`config.mk`:
```
export PLATFORM = sky130hd
export DESIGN_NAME = edf_unit_task_scheduler_core
export DESIGN_NICKNAME = d
export VERILOG_FILES = /design/src/edfs_pkg.sv /design/src/edf_unit_task_scheduler_core.sv /design/src/edfs_ram.sv /design/src/edfs_ctrl.sv /design/src/edfs_datapath.sv
export SDC_FILE = /design/constraint.sdc
export NUM_CORES = 2
export LEC_CHECK = 0
export BUFFER_PORTS_ARGS = -buffer_cell sky130_fd_sc_hd__clkbuf_2
export CAP_MARGIN = 40
export CORE_MARGIN = 2
export CORE_UTILIZATION = 50
export DETAILED_ROUTE_END_ITERATION = 10
export PLACE_DENSITY = 0.73
export SYNTH_ARGS = -nofsm -noshare
export SYNTH_HDL_FRONTEND = slang
export SYNTH_SLANG_ARGS = --single-unit
```
`constraint.sdc`:
```
create_clock -name aclk -period 4.95 [get_ports aclk]
set_clock_uncertainty 0.1 [all_clocks]
set_input_delay 0.7425 -clock aclk [delete_from_list [all_inputs] [get_ports aclk]]
set_output_delay 0.7425 -clock aclk [all_outputs]
set_load 0.01 [all_outputs]
```
`src/edfs_pkg.sv`:
```
// Package for the earliest-deadline-first unit task scheduler.
// Holds the job entry type, the outcome codes and the controller/datapath
// command and status structs; no dependencies.
`default_nettype none

package edfs_pkg;

    localparam int REL_W     = 8;
    localparam int DL_W      = 8;
    localparam int UNITS_W   = 7;
    localparam int DAY_OUT_W = 8;
    localparam int IDX_OUT_W = 7;
    localparam int OUTC_W    = 2;

    localparam logic [OUTC_W-1:0] OUTCOME_IDLE     = 2'd0;
    localparam logic [OUTC_W-1:0] OUTCOME_GIVEN    = 2'd1;
    localparam logic [OUTC_W-1:0] OUTCOME_DEADLINE = 2'd2;
    localparam logic [OUTC_W-1:0] OUTCOME_FAILED   = 2'd3;

    typedef struct packed {
        logic [UNITS_W-1:0] units;
        logic [DL_W-1:0]    dl_day;
        logic [REL_W-1:0]   rel_day;
    } job_entry_t;

    typedef struct packed {
        logic load;
        logic tick_start;
        logic scan_en;
        logic decide;
        logic emit;
    } ctrl_cmd_t;

    typedef struct packed {
        logic tick_short;
        logic scan_done;
        logic out_free;
    } dp_status_t;

endpackage

`default_nettype wire

```
`src/edf_unit_task_scheduler_core.sv`:
```
// Top level of the earliest-deadline-first unit task scheduler.
// A load beat leaves the controller in IDLE, ready for the next beat. A tick beat passes
// through the scan, decision and emit states, the scan reading one job entry per cycle;
// the emit state waits while the output still holds a result that was not taken. A tick
// on a failed or exhausted schedule skips scan and decision. Reset clears the job count,
// day and failure flag; the job RAM is not cleared. Depends on edfs_pkg, edfs_ctrl,
// edfs_datapath and edfs_ram.
`default_nettype none

module edf_unit_task_scheduler_core #(
    parameter int MAX_JOBS = 64,
    parameter int MAX_DAYS = 128
) (
    input  wire logic        aclk,
    input  wire logic        aresetn,
    input  wire logic        s_tvalid,
    output logic             s_tready,
    input  wire logic [23:0] s_tdata,   // release_day, deadline_day, work_units, zero pad
    input  wire logic        s_tuser,   // req_type
    output logic             m_tvalid,
    input  wire logic        m_tready,
    output logic [15:0]      m_tdata,   // day_number, job_index, zero pad
    output logic [1:0]       m_tuser    // outcome
);

    edfs_pkg::ctrl_cmd_t  cmd;
    edfs_pkg::dp_status_t status;
    edfs_pkg::job_entry_t load_entry;

    logic [edfs_pkg::DAY_OUT_W-1:0] m_day;
    logic [edfs_pkg::IDX_OUT_W-1:0] m_job_index;

    assign load_entry.rel_day = s_tdata[7:0];
    assign load_entry.dl_day  = s_tdata[15:8];
    assign load_entry.units   = s_tdata[22:16];

    edfs_ctrl u_ctrl (
        .aclk     (aclk),
        .aresetn  (aresetn),
        .s_tvalid (s_tvalid),
        .s_tuser  (s_tuser),
        .s_tready (s_tready),
        .status   (status),
        .cmd      (cmd)
    );

    edfs_datapath #(
        .MAX_JOBS(MAX_JOBS),
        .MAX_DAYS(MAX_DAYS)
    ) u_datapath (
        .aclk        (aclk),
        .aresetn     (aresetn),
        .cmd         (cmd),
        .status      (status),
        .load_entry  (load_entry),
        .m_tready    (m_tready),
        .m_tvalid    (m_tvalid),
        .m_day       (m_day),
        .m_outcome   (m_tuser),
        .m_job_index (m_job_index)
    );

    assign m_tdata = {1'b0, m_job_index, m_day};

endmodule

`default_nettype wire

```
`src/edfs_ram.sv`:
```
// Generic single-write, single-read RAM with a registered read port.
// No dependencies.
`default_nettype none

module edfs_ram #(
    parameter int WIDTH = 23,
    parameter int DEPTH = 64
) (
    input  wire logic                     aclk,
    input  wire logic                     we,
    input  wire logic [$clog2(DEPTH)-1:0] waddr,
    input  wire logic [WIDTH-1:0]         wdata,
    input  wire logic                     re,
    input  wire logic [$clog2(DEPTH)-1:0] raddr,
    output logic      [WIDTH-1:0]         rdata
);

    logic [WIDTH-1:0] mem [DEPTH];

    always_ff @(posedge aclk) begin
        if (we) begin
            mem[waddr] <= wdata;
        end
        if (re) begin
            rdata <= mem[raddr];
        end
    end

endmodule

`default_nettype wire

```
`src/edfs_ctrl.sv`:
```
// Controller state machine of the scheduler: sequences load, scan,
// decision and result beats. Depends on edfs_pkg.
`default_nettype none

module edfs_ctrl (
    input  wire logic                  aclk,
    input  wire logic                  aresetn,
    input  wire logic                  s_tvalid,
    input  wire logic                  s_tuser,
    output logic                       s_tready,
    input  wire edfs_pkg::dp_status_t  status,
    output edfs_pkg::ctrl_cmd_t        cmd
);

    typedef enum logic [3:0] {
        ST_IDLE   = 4'b0001,
        ST_SCAN   = 4'b0010,
        ST_DECIDE = 4'b0100,
        ST_EMIT   = 4'b1000
    } state_t;

    state_t state_reg;
    state_t state_next;
    logic   accept;

    assign s_tready = (state_reg == ST_IDLE);
    assign accept   = s_tvalid && s_tready;

    always_comb begin
        state_next     = state_reg;
        cmd            = '0;
        case (state_reg)
            ST_IDLE: begin
                if (accept) begin
                    if (s_tuser) begin
                        cmd.tick_start = 1'b1;
                        state_next     = status.tick_short ? ST_EMIT : ST_SCAN;
                    end else begin
                        cmd.load = 1'b1;
                    end
                end
            end
            ST_SCAN: begin
                cmd.scan_en = 1'b1;
                if (status.scan_done) begin
                    state_next = ST_DECIDE;
                end
            end
            ST_DECIDE: begin
                cmd.decide = 1'b1;
                state_next = ST_EMIT;
            end
            ST_EMIT: begin
                if (status.out_free) begin
                    cmd.emit   = 1'b1;
                    state_next = ST_IDLE;
                end
            end
            default: begin
                state_next = ST_IDLE;
            end
        endcase
    end

    always_ff @(posedge aclk) begin
        if (!aresetn) begin
            state_reg <= ST_IDLE;
        end else begin
            state_reg <= state_next;
        end
    end

endmodule

`default_nettype wire

```
`src/edfs_datapath.sv`:
```
// Datapath of the scheduler: job store, day counter, minimum-deadline scan
// accumulators and the output register. Depends on edfs_pkg and edfs_ram.
`default_nettype none

module edfs_datapath #(
    parameter int MAX_JOBS = 64,
    parameter int MAX_DAYS = 128
) (
    input  wire logic                                  aclk,
    input  wire logic                                  aresetn,
    input  wire edfs_pkg::ctrl_cmd_t                   cmd,
    output edfs_pkg::dp_status_t                       status,
    input  wire edfs_pkg::job_entry_t                  load_entry,
    input  wire logic                                  m_tready,
    output logic                                       m_tvalid,
    output logic [edfs_pkg::DAY_OUT_W-1:0]             m_day,
    output logic [edfs_pkg::OUTC_W-1:0]                m_outcome,
    output logic [edfs_pkg::IDX_OUT_W-1:0]             m_job_index
);

    localparam int IW   = $clog2(MAX_JOBS);
    localparam int CW   = $clog2(MAX_JOBS + 1);
    localparam int DW   = $clog2(MAX_DAYS + 1);
    localparam int CMPW = (DW > 8) ? DW : 8;
    localparam int EW   = $bits(edfs_pkg::job_entry_t);

    logic [CW-1:0] count_reg, count_next;
    logic [DW-1:0] day_reg, day_next;
    logic          failed_reg, failed_next;
    logic [CW-1:0] ptr_reg, ptr_next;
    logic          rd_valid_reg;
    logic [IW-1:0] rd_idx_reg;

    logic                 best_valid_reg, best_valid_next;
    logic [IW-1:0]        best_idx_reg, best_idx_next;
    edfs_pkg::job_entry_t best_entry_reg, best_entry_next;
    logic                 due_any_valid_reg, due_any_valid_next;
    logic [IW-1:0]        due_any_idx_reg, due_any_idx_next;
    logic                 due_left_valid_reg, due_left_valid_next;
    logic [IW-1:0]        due_left_idx_reg, due_left_idx_next;

    logic [edfs_pkg::DAY_OUT_W-1:0] res_day_reg, res_day_next;
    logic [edfs_pkg::OUTC_W-1:0]    res_outcome_reg, res_outcome_next;
    logic [edfs_pkg::IDX_OUT_W-1:0] res_idx_reg, res_idx_next;

    logic                           m_tvalid_reg, m_tvalid_next;
    logic [edfs_pkg::DAY_OUT_W-1:0] m_day_reg;
    logic [edfs_pkg::OUTC_W-1:0]    m_outcome_reg;
    logic [edfs_pkg::IDX_OUT_W-1:0] m_idx_reg;

    logic                 ram_we;
    logic [IW-1:0]        ram_waddr;
    edfs_pkg::job_entry_t ram_wdata;
    logic                 ram_re;
    logic [EW-1:0]        ram_rdata_raw;
    edfs_pkg::job_entry_t rd_entry;

    logic          at_max;
    logic          can_load;
    logic          take_unit;
    logic [DW-1:0] day_inc;
    logic [31:0]   day_inc_w;
    logic [31:0]   day_w;
    logic [31:0]   max_w;
    logic [31:0]   best_num_w;
    logic [31:0]   any_num_w;
    logic [31:0]   left_num_w;
    logic [CMPW-1:0] day_cmp;
    logic [CMPW-1:0] dl_cmp;
    logic [CMPW-1:0] rel_cmp;
    logic [CMPW-1:0] best_dl_cmp;
    logic          is_due;
    logic          is_elig;

    assign rd_entry = edfs_pkg::job_entry_t'(ram_rdata_raw);

    edfs_ram #(
        .WIDTH(EW),
        .DEPTH(MAX_JOBS)
    ) u_job_ram (
        .aclk  (aclk),
        .we    (ram_we),
        .waddr (ram_waddr),
        .wdata (EW'(ram_wdata)),
        .re    (ram_re),
        .raddr (ptr_reg[IW-1:0]),
        .rdata (ram_rdata_raw)
    );

    assign at_max     = (day_reg >= DW'(MAX_DAYS));
    assign can_load   = (count_reg < CW'(MAX_JOBS));
    assign day_inc    = day_reg + DW'(1);
    assign day_inc_w  = 32'(day_inc);
    assign day_w      = 32'(day_reg);
    assign max_w      = 32'(MAX_DAYS);
    assign best_num_w = 32'(best_idx_reg) + 32'd1;
    assign any_num_w  = 32'(due_any_idx_reg) + 32'd1;
    assign left_num_w = 32'(due_left_idx_reg) + 32'd1;

    assign take_unit = cmd.decide && !due_left_valid_reg && !due_any_valid_reg
                       && best_valid_reg;

    assign ram_re = cmd.scan_en && (ptr_reg < count_reg);

    always_comb begin
        ram_we    = 1'b0;
        ram_waddr = best_idx_reg;
        ram_wdata = best_entry_reg;
        if (cmd.load && can_load) begin
            ram_we    = 1'b1;
            ram_waddr = count_reg[IW-1:0];
            ram_wdata = load_entry;
        end else if (take_unit) begin
            ram_we          = 1'b1;
            ram_wdata.units = best_entry_reg.units - edfs_pkg::UNITS_W'(1);
        end
    end

    assign day_cmp     = CMPW'(day_reg);
    assign dl_cmp      = CMPW'(rd_entry.dl_day);
    assign rel_cmp     = CMPW'(rd_entry.rel_day);
    assign best_dl_cmp = CMPW'(best_entry_reg.dl_day);
    assign is_due      = (dl_cmp == day_cmp);
    assign is_elig     = (dl_cmp > day_cmp) && (rel_cmp <= day_cmp)
                         && (rd_entry.units != '0);

    assign status.tick_short = at_max || failed_reg;
    assign status.scan_done  = (ptr_reg >= count_reg) && !rd_valid_reg;
    assign status.out_free   = !m_tvalid_reg || m_tready;

    always_comb begin
        count_next          = count_reg;
        day_next            = day_reg;
        failed_next         = failed_reg;
        ptr_next            = ptr_reg;
        best_valid_next     = best_valid_reg;
        best_idx_next       = best_idx_reg;
        best_entry_next     = best_entry_reg;
        due_any_valid_next  = due_any_valid_reg;
        due_any_idx_next    = due_any_idx_reg;
        due_left_valid_next = due_left_valid_reg;
        due_left_idx_next   = due_left_idx_reg;
        res_day_next        = res_day_reg;
        res_outcome_next    = res_outcome_reg;
        res_idx_next        = res_idx_reg;

        if (cmd.load && can_load) begin
            count_next = count_reg + CW'(1);
        end

        if (cmd.tick_start) begin
            res_outcome_next = failed_reg ? edfs_pkg::OUTCOME_FAILED
                                          : edfs_pkg::OUTCOME_IDLE;
            res_idx_next     = '0;
            if (at_max) begin
                res_day_next = max_w[edfs_pkg::DAY_OUT_W-1:0];
            end else begin
                day_next     = day_inc;
                res_day_next = day_inc_w[edfs_pkg::DAY_OUT_W-1:0];
            end
            ptr_next            = '0;
            best_valid_next     = 1'b0;
            due_any_valid_next  = 1'b0;
            due_left_valid_next = 1'b0;
        end

        if (ram_re) begin
            ptr_next = ptr_reg + CW'(1);
        end

        if (rd_valid_reg) begin
            if (is_due) begin
                if (!due_any_valid_reg) begin
                    due_any_valid_next = 1'b1;
                    due_any_idx_next   = rd_idx_reg;
                end
                if (!due_left_valid_reg && rd_entry.units != '0) begin
                    due_left_valid_next = 1'b1;
                    due_left_idx_next   = rd_idx_reg;
                end
            end else if (is_elig) begin
                if (!best_valid_reg || dl_cmp < best_dl_cmp) begin
                    best_valid_next = 1'b1;
                    best_idx_next   = rd_idx_reg;
                    best_entry_next = rd_entry;
                end
            end
        end

        if (cmd.decide) begin
            res_day_next = day_w[edfs_pkg::DAY_OUT_W-1:0];
            if (due_left_valid_reg) begin
                failed_next      = 1'b1;
                res_outcome_next = edfs_pkg::OUTCOME_FAILED;
                res_idx_next     = left_num_w[edfs_pkg::IDX_OUT_W-1:0];
            end else if (due_any_valid_reg) begin
                res_outcome_next = edfs_pkg::OUTCOME_DEADLINE;
                res_idx_next     = any_num_w[edfs_pkg::IDX_OUT_W-1:0];
            end else if (best_valid_reg) begin
                res_outcome_next = edfs_pkg::OUTCOME_GIVEN;
                res_idx_next     = best_num_w[edfs_pkg::IDX_OUT_W-1:0];
            end else begin
                res_outcome_next = edfs_pkg::OUTCOME_IDLE;
                res_idx_next     = '0;
            end
        end
    end

    always_comb begin
        m_tvalid_next = m_tvalid_reg;
        if (m_tvalid_reg && m_tready) begin
            m_tvalid_next = 1'b0;
        end
        if (cmd.emit) begin
            m_tvalid_next = 1'b1;
        end
    end

    always_ff @(posedge aclk) begin
        if (!aresetn) begin
            count_reg          <= '0;
            day_reg            <= '0;
            failed_reg         <= 1'b0;
            ptr_reg            <= '0;
            rd_valid_reg       <= 1'b0;
            best_valid_reg     <= 1'b0;
            due_any_valid_reg  <= 1'b0;
            due_left_valid_reg <= 1'b0;
            m_tvalid_reg       <= 1'b0;
        end else begin
            count_reg          <= count_next;
            day_reg            <= day_next;
            failed_reg         <= failed_next;
            ptr_reg            <= ptr_next;
            rd_valid_reg       <= ram_re;
            best_valid_reg     <= best_valid_next;
            due_any_valid_reg  <= due_any_valid_next;
            due_left_valid_reg <= due_left_valid_next;
            m_tvalid_reg       <= m_tvalid_next;
        end
    end

    always_ff @(posedge aclk) begin
        rd_idx_reg       <= ptr_reg[IW-1:0];
        best_idx_reg     <= best_idx_next;
        best_entry_reg   <= best_entry_next;
        due_any_idx_reg  <= due_any_idx_next;
        due_left_idx_reg <= due_left_idx_next;
        res_day_reg      <= res_day_next;
        res_outcome_reg  <= res_outcome_next;
        res_idx_reg      <= res_idx_next;
        if (cmd.emit) begin
            m_day_reg     <= res_day_reg;
            m_outcome_reg <= res_outcome_reg;
            m_idx_reg     <= res_idx_reg;
        end
    end

    assign m_tvalid    = m_tvalid_reg;
    assign m_day       = m_day_reg;
    assign m_outcome   = m_outcome_reg;
    assign m_job_index = m_idx_reg;

    a_count_bound: assert property (@(posedge aclk) disable iff (!aresetn)
        count_reg <= CW'(MAX_JOBS))
        else $error("Job count exceeds capacity.");

    a_fail_sticky: assert property (@(posedge aclk) disable iff (!aresetn)
        failed_reg |=> failed_reg)
        else $error("Failure flag cleared after being set.");

    a_ptr_bound: assert property (@(posedge aclk) disable iff (!aresetn)
        ptr_reg <= count_reg)
        else $error("Scan pointer ran past the stored jobs.");

    a_unit_left: assert property (@(posedge aclk) disable iff (!aresetn)
        take_unit |-> (best_entry_reg.units != '0))
        else $error("Work unit given to a finished job.");

    a_emit_valid: assert property (@(posedge aclk) disable iff (!aresetn)
        cmd.emit |=> m_tvalid_reg)
        else $error("Result beat not presented after emit.");

endmodule

`default_nettype wire

```
After elaboration in Yosys (flattened, before gate mapping):

Memories as Yosys holds them, arrays and structs flattened. A register that Yosys moved wholly into a read port is not among the register bits.
Index checks and enable logic that the tools add are counted.

* add/sub/neg operators: 7
* multiply operators: 0
* divide/modulo/power cells: 0
* order comparisons: 7
* equal/unequal tests: 9
* shift-type cells: 0
* muxes and demuxes: 52
* bitwise gates (word level): 3
* reductions and logical operators: 29

Operator list (number)
* 7-bit 2-to-1 mux: 8
* 1-bit 2-to-1 mux: 26
* 8-bit 2-to-1 mux: 3
* 6-bit by 1-bit adder with 7-bit output, second input constant: 3
* 4-bit 2-to-1 mux: 5
* 16-bit 2-to-1 mux: 1
* 4-bit case mux with 4 select lines: 1
* 7-bit by 1-bit adder with 7-bit output, second input constant: 2
* 2-bit 2-to-1 mux: 7
* 1-bit logical AND: 11
* 8-bit by 1-bit adder with 8-bit output, second input constant: 1
* 8-bit equality test: 1
* 8-bit greater-or-equal comparator, second input constant: 1
* 8-bit greater-than comparator: 1
* 8-bit <= comparator: 1
* 8-bit less-than comparator: 1
* 2-bit inequality test, second input constant: 4
* 4-bit AND reduction: 2
* 7-bit greater-or-equal comparator: 1
* 7-bit less-than comparator: 1
* 7-bit less-than comparator, second input constant: 1
* 7-bit nonzero test: 1
* 7-bit by 1-bit subtractor with 7-bit output, second input constant: 1
* 6-bit 2-to-1 mux: 1
* other kinds (10): 22

* bits in registers: 113
* bits in latches: 0
* RAM bits: 1472
* bits in read-only memories: 0
* input port bits: 29
* output and inout bits: 20
* word-level logic and storage cells: 131
* memories kept: 1

Memories
* u_datapath.u_job_ram.mem: words 64, width 23, rd ports 1, clocked after memory_dff 1, wr ports 1, RTL line edfs_ram.sv:18 `logic [WIDTH-1:0] mem [DEPTH];`

Depth between registers and ports, before layout:

* word-level depth: 9
* mapped depth: 13
* depth with buffers taken out: 8

Modules after synthesis:

A second synthesis with hierarchy kept.

* cell total of the unflattened synthesis: 2980
* area total of the unflattened synthesis: 62511.2 um2

Modules (own cells, without submodules)
* edfs_ram: instances 1, cells each 2446, area an instance 56950.9 um2, seq. area each 44893.1 um2
* edfs_datapath: instances 1, cells each 507, area an instance 5336.4 um2, seq. area each 2932.8 um2
* edfs_ctrl: instances 1, cells each 25, area an instance 212.7 um2, seq. area each 80.1 um2
* edf_unit_task_scheduler_core: instances 1, cells each 2, area an instance 11.3 um2, seq. area each 0.0 um2

Worst setup path before layout:

Ideal clock, no wire load.

* path kind: reg-to-reg
* from: reg u_ctrl.state_reg[3]
* to: mem u_datapath.u_job_ram.mem[0][20], data pin
* setup time: 702 ps
* arrival: 4557 ps
* required time: 4148 ps
* setup slack: -409 ps
* cell stages (with the launch flop): 7
* buffers on the path: 1
* clock period less this slack: 5359 ps
* cells stage by stage: dfxtp_1 -> or4b_1 -> buf_2 -> or3_4 -> or4b_4 -> xor2_1 -> o21ai_0

RTL lines
* from (decl): RTL line edfs_ctrl.sv:22 `state_t state_reg;`
* from (signal assigned): RTL line edfs_ctrl.sv:69 `state_reg <= state_next;`
* to (decl): RTL line edfs_ram.sv:18

Worst setup path in the final report:

* from: reg u_ctrl.state_reg[3]
* to: mem u_datapath.u_job_ram.mem[30][14], enable pin

* cells in the longest elaborated chain, start to end: 9
* elaborated cells between the ends (all ways): 15
* those cells by class: eq/ne (2); mux (8); reduce/logical (5)

Ends and longest elaborated chain
* 4-bit by 3-bit equality test with 1-bit output: RTL line edfs_ctrl.sv:32 `case (state_reg)`
* 1-bit 2-to-1 mux: RTL line edfs_ctrl.sv:32
* 1-bit logical AND (2 in series): RTL line edfs_datapath.sv:100 `assign take_unit = cmd.decide && !due_left_valid_reg && !due_any_valid_reg`
* 1-bit logical AND: RTL line edfs_datapath.sv:101 `&& best_valid_reg;`
* 1-bit 2-to-1 mux: RTL line edfs_datapath.sv:113 `end else if (take_unit) begin`
* 1-bit 2-to-1 mux: RTL line edfs_datapath.sv:109 `if (cmd.load && can_load) begin`
* 1-bit 2-to-1 mux: RTL line edfs_ram.sv:21 `if (we) begin`
* 1-bit 2-to-1 mux (not written as such): RTL line edfs_ram.sv:22 `mem[waddr] <= wdata;`

Parallel ways exist; a longest one is shown, timed or not.

==> run summary <==
worst hold path type = primary input to flop
Die Span Y = 357 um
Total Die Area = 128000 sq um
Clock Root Buffer = clkbuf_16
CTS Sinks = 1608
CP Class = flop to flop
vias in the first global route = 31095
Setup violations, final = 0
post-CTS resize count = 0
DR pass1 iterations = 6
final hold vios = 0
Post-DRT Antenna Nets = 0
Setup crit start kind = flop
register area share after synthesis = 0.767
final worst path period share = 0.815
vias post-DR = 31621
Net Count, Synth = 3090
syn avg cell area = 20.7 sq um
Pwr Total = 28800 uW
post-CTS setup buffers = 0
reg2reg setup slack = 920 ps
max-capacitance violation count = 0
layout cells sized above 1 = 0.286
antenna violations before repair = 5
I/O pin total = 49
initial core utilization = 0.504
Num CTS Buffers = 155
H-tree lvl count = 4
asr flop ratio synth = 0
Slew @ Worst Pin = 1020 ps
largest net degree at the start of global routing = 65
PortBufs = 46
static leakage = 0.0218 uW
FF-to-FF Start = u_ctrl.state_reg[3]
All-Layer GR Usage = 0.235
required time worst endpoint = 5300 ps
nets = 3292
drt total wl = 148000 um
number of flip-flops under the largest register name = 1472
Post-route DRC = 0
fmax = 0.248 GHz
placed cell area = 65900 sq um
CTS max path bufs = 3
Worst-path clk slew = 60 ps
GPL Wtd Cong = 0.855
synth unique cells = 65
Detail Placement HPWL = 86200 um
outcome = finished, final reports clean
Ys Warns = 0
Worst setup EP type = flop
Min-Delay Endpoint = u_datapath.u_job_ram.mem[0][19]
post-route cell area = 71200 sq um
Max-slew headroom = 0.313
fin. max-slew vios = 0
top_reg_cell synth = edfxtp_1
global route overflow = 0
hold_buf cts = 0
setup_tns = 0 ps
setup repair after global routing missed its margin = no
area grow syn2layout = 14.0%
Worst-Skew Late Latency = 770 ps
r2r worst-path depth = 7
TritonCTS clock tree = done
fin crit period = 4030 ps
Rows = 129
initial DRC count = 4440
number of synthesized register bits = 1608
first-pass GRT wire length = 215000 um
Inst Count DP = 4701
EDFF count, synth = 1570
Hold Path Stages = 3
Avg WL per Cell = 29.7 um
worst hold start = s_tdata[19]
die width = 357 um
PwrDens = 405 nW/um^2
arrival time at the worst endpoint = 4380 ps
Reg2Reg Capture Point = u_datapath.u_job_ram.mem[30][14]
Finished Layout Cells = 4991
Syn Inst Count = 3023
Post-Syn Area = 62400 sq um
total core area = 124000 sq um
post-DR vias/cell = 6.34
VDD IR max = 0.000312 V
crit path launch = u_ctrl.state_reg[3]
CP Max Fanout = 28
-- area by class of cell --
class	instances	area, sq um
clock inverters	92	1020
flip-flops and latches	1608	47900
repair buffers	215	1820
fillers	8582	52600
diodes	3	7.51
well taps	1637	2050
inverters	34	128
multi-input cells	1211	14100
clock buffers	191	4130
-- how the worst max path moves through the flow --
stage | end | cells after the start | slack [ps]
after floorplan | u_datapath.u_job_ram.mem[0][18] | 6 | 40
after global placement | u_datapath.u_job_ram.mem[30][18] | 7 | 1080
after detailed placement | u_datapath.u_job_ram.mem[30][19] | 7 | 970
after CTS | u_datapath.u_job_ram.mem[30][22] | 7 | 960
after global routing | u_datapath.u_job_ram.mem[30][1] | 7 | 730
final | u_datapath.u_job_ram.mem[30][14] | 7 | 920
-- where the power goes --
group	switching, uW	internal [uW]	total (uW)
combinational	1100	358	1450
clock	5020	6910	11900
sequential	40.8	15400	15500
total	6160	22700	28800
-- logic make-up after synthesis --
logic type                 synth area share
muxes                                 0.138
adders and majority gates           0.00762
AOI/OAI and AO/OA                    0.0370
xor gates and xnor gates            0.00393
DFF                                   0.767
buffers and inverters                0.0132
other                             0.0000601
and+or+nand+nor                      0.0332
-- Yosys cell counts, types with 4 or more instances --
library cell	instances	share of area
edfxtp_1	1570	0.76
mux4_2	375	0.14
nand2_1	135	0.0081
clkbuf_1	109	0.0066
nor2_1	98	0.0059
o21ai_0	65	0.0052
a211oi_1	43	0.0052
buf_2	40	0.0032
dfxtp_1	38	0.012
ha_1	38	0.0076
o221ai_1	37	0.0052
a21oi_1	34	0.0027
inv_1	33	0.0020
nor3_1	33	0.0026
nor2b_1	29	0.0029
and2_1	26	0.0026
nand3_1	26	0.0021
nand4_1	24	0.0024
a31oi_1	22	0.0022
o22ai_1	22	0.0022
xnor2_1	20	0.0028
a221oi_1	18	0.0025
buf_1	18	0.0011
a22o_1	15	0.0021
a31o_2	15	0.0021
nand2b_1	14	0.0014
mux2i_1	10	0.0016
or2_2	10	0.0010
and3_1	8	0.00080
xor2_1	8	0.0011
a2111oi_0	7	0.00098
o221a_2	7	0.0013
a21boi_0	6	0.00072
a21o_1	6	0.00072
o211ai_1	6	0.00072
a211o_1	4	0.00056
mux2_2	4	0.00072
o21a_1	4	0.00048
or3_1	4	0.00040
-- metal layers --
metal / part of all wire / GRT usage / vias to the layer above
met5: 0.00026 / 0 / -
met4: 0.036 / 0.0857 / 6
met3: 0.10 / 0.0476 / 271
met2: 0.48 / 0.367 / 1930
met1: 0.38 / 0.330 / 16413
li1: - / - / 13001
-- worst max-delay path: stages (launching register included) --
cell and delay (ps):
dfxtp_1 340, or4b_2 810, clkinv_1 210, nand2_2 360
o31ai_1 630, nand2_1 430, nor2_2 470, buf_4 360
-- metrics by stage --
step                      worst slack (ps)  hold WS, ps   util
after floorplan                       37.7          254      -
after global placement                1080          301  0.531
after detailed placement               973          307  0.533
after CTS                              962          206  0.574
after global routing                   725          247  0.575
final                                  916          246  0.575
-- layout by cell type, fill, tap and decap left out, types with 24 or more instances in the layout --
| cell | n |
|---|---|
| a211oi_1 | 43 |
| a21oi_1 | 34 |
| clkinv_2 | 27 |
| nand3_1 | 26 |
| nor3_1 | 27 |
| clkbuf_16 | 159 |
| and2_1 | 26 |
| clkbuf_1 | 29 |
| nand2_1 | 126 |
| clkbuf_2 | 46 |
| buf_4 | 133 |
| edfxtp_1 | 1570 |
| clkinv_1 | 28 |
| nor2_1 | 37 |
| inv_1 | 32 |
| o221ai_1 | 37 |
| dfxtp_1 | 32 |
| nor2_2 | 61 |
| o21ai_0 | 53 |
| ha_1 | 38 |
| nand4_1 | 24 |
| buf_12 | 24 |
| nor2b_1 | 27 |
| mux4_2 | 375 |
(Power assumes the default switching activity.)
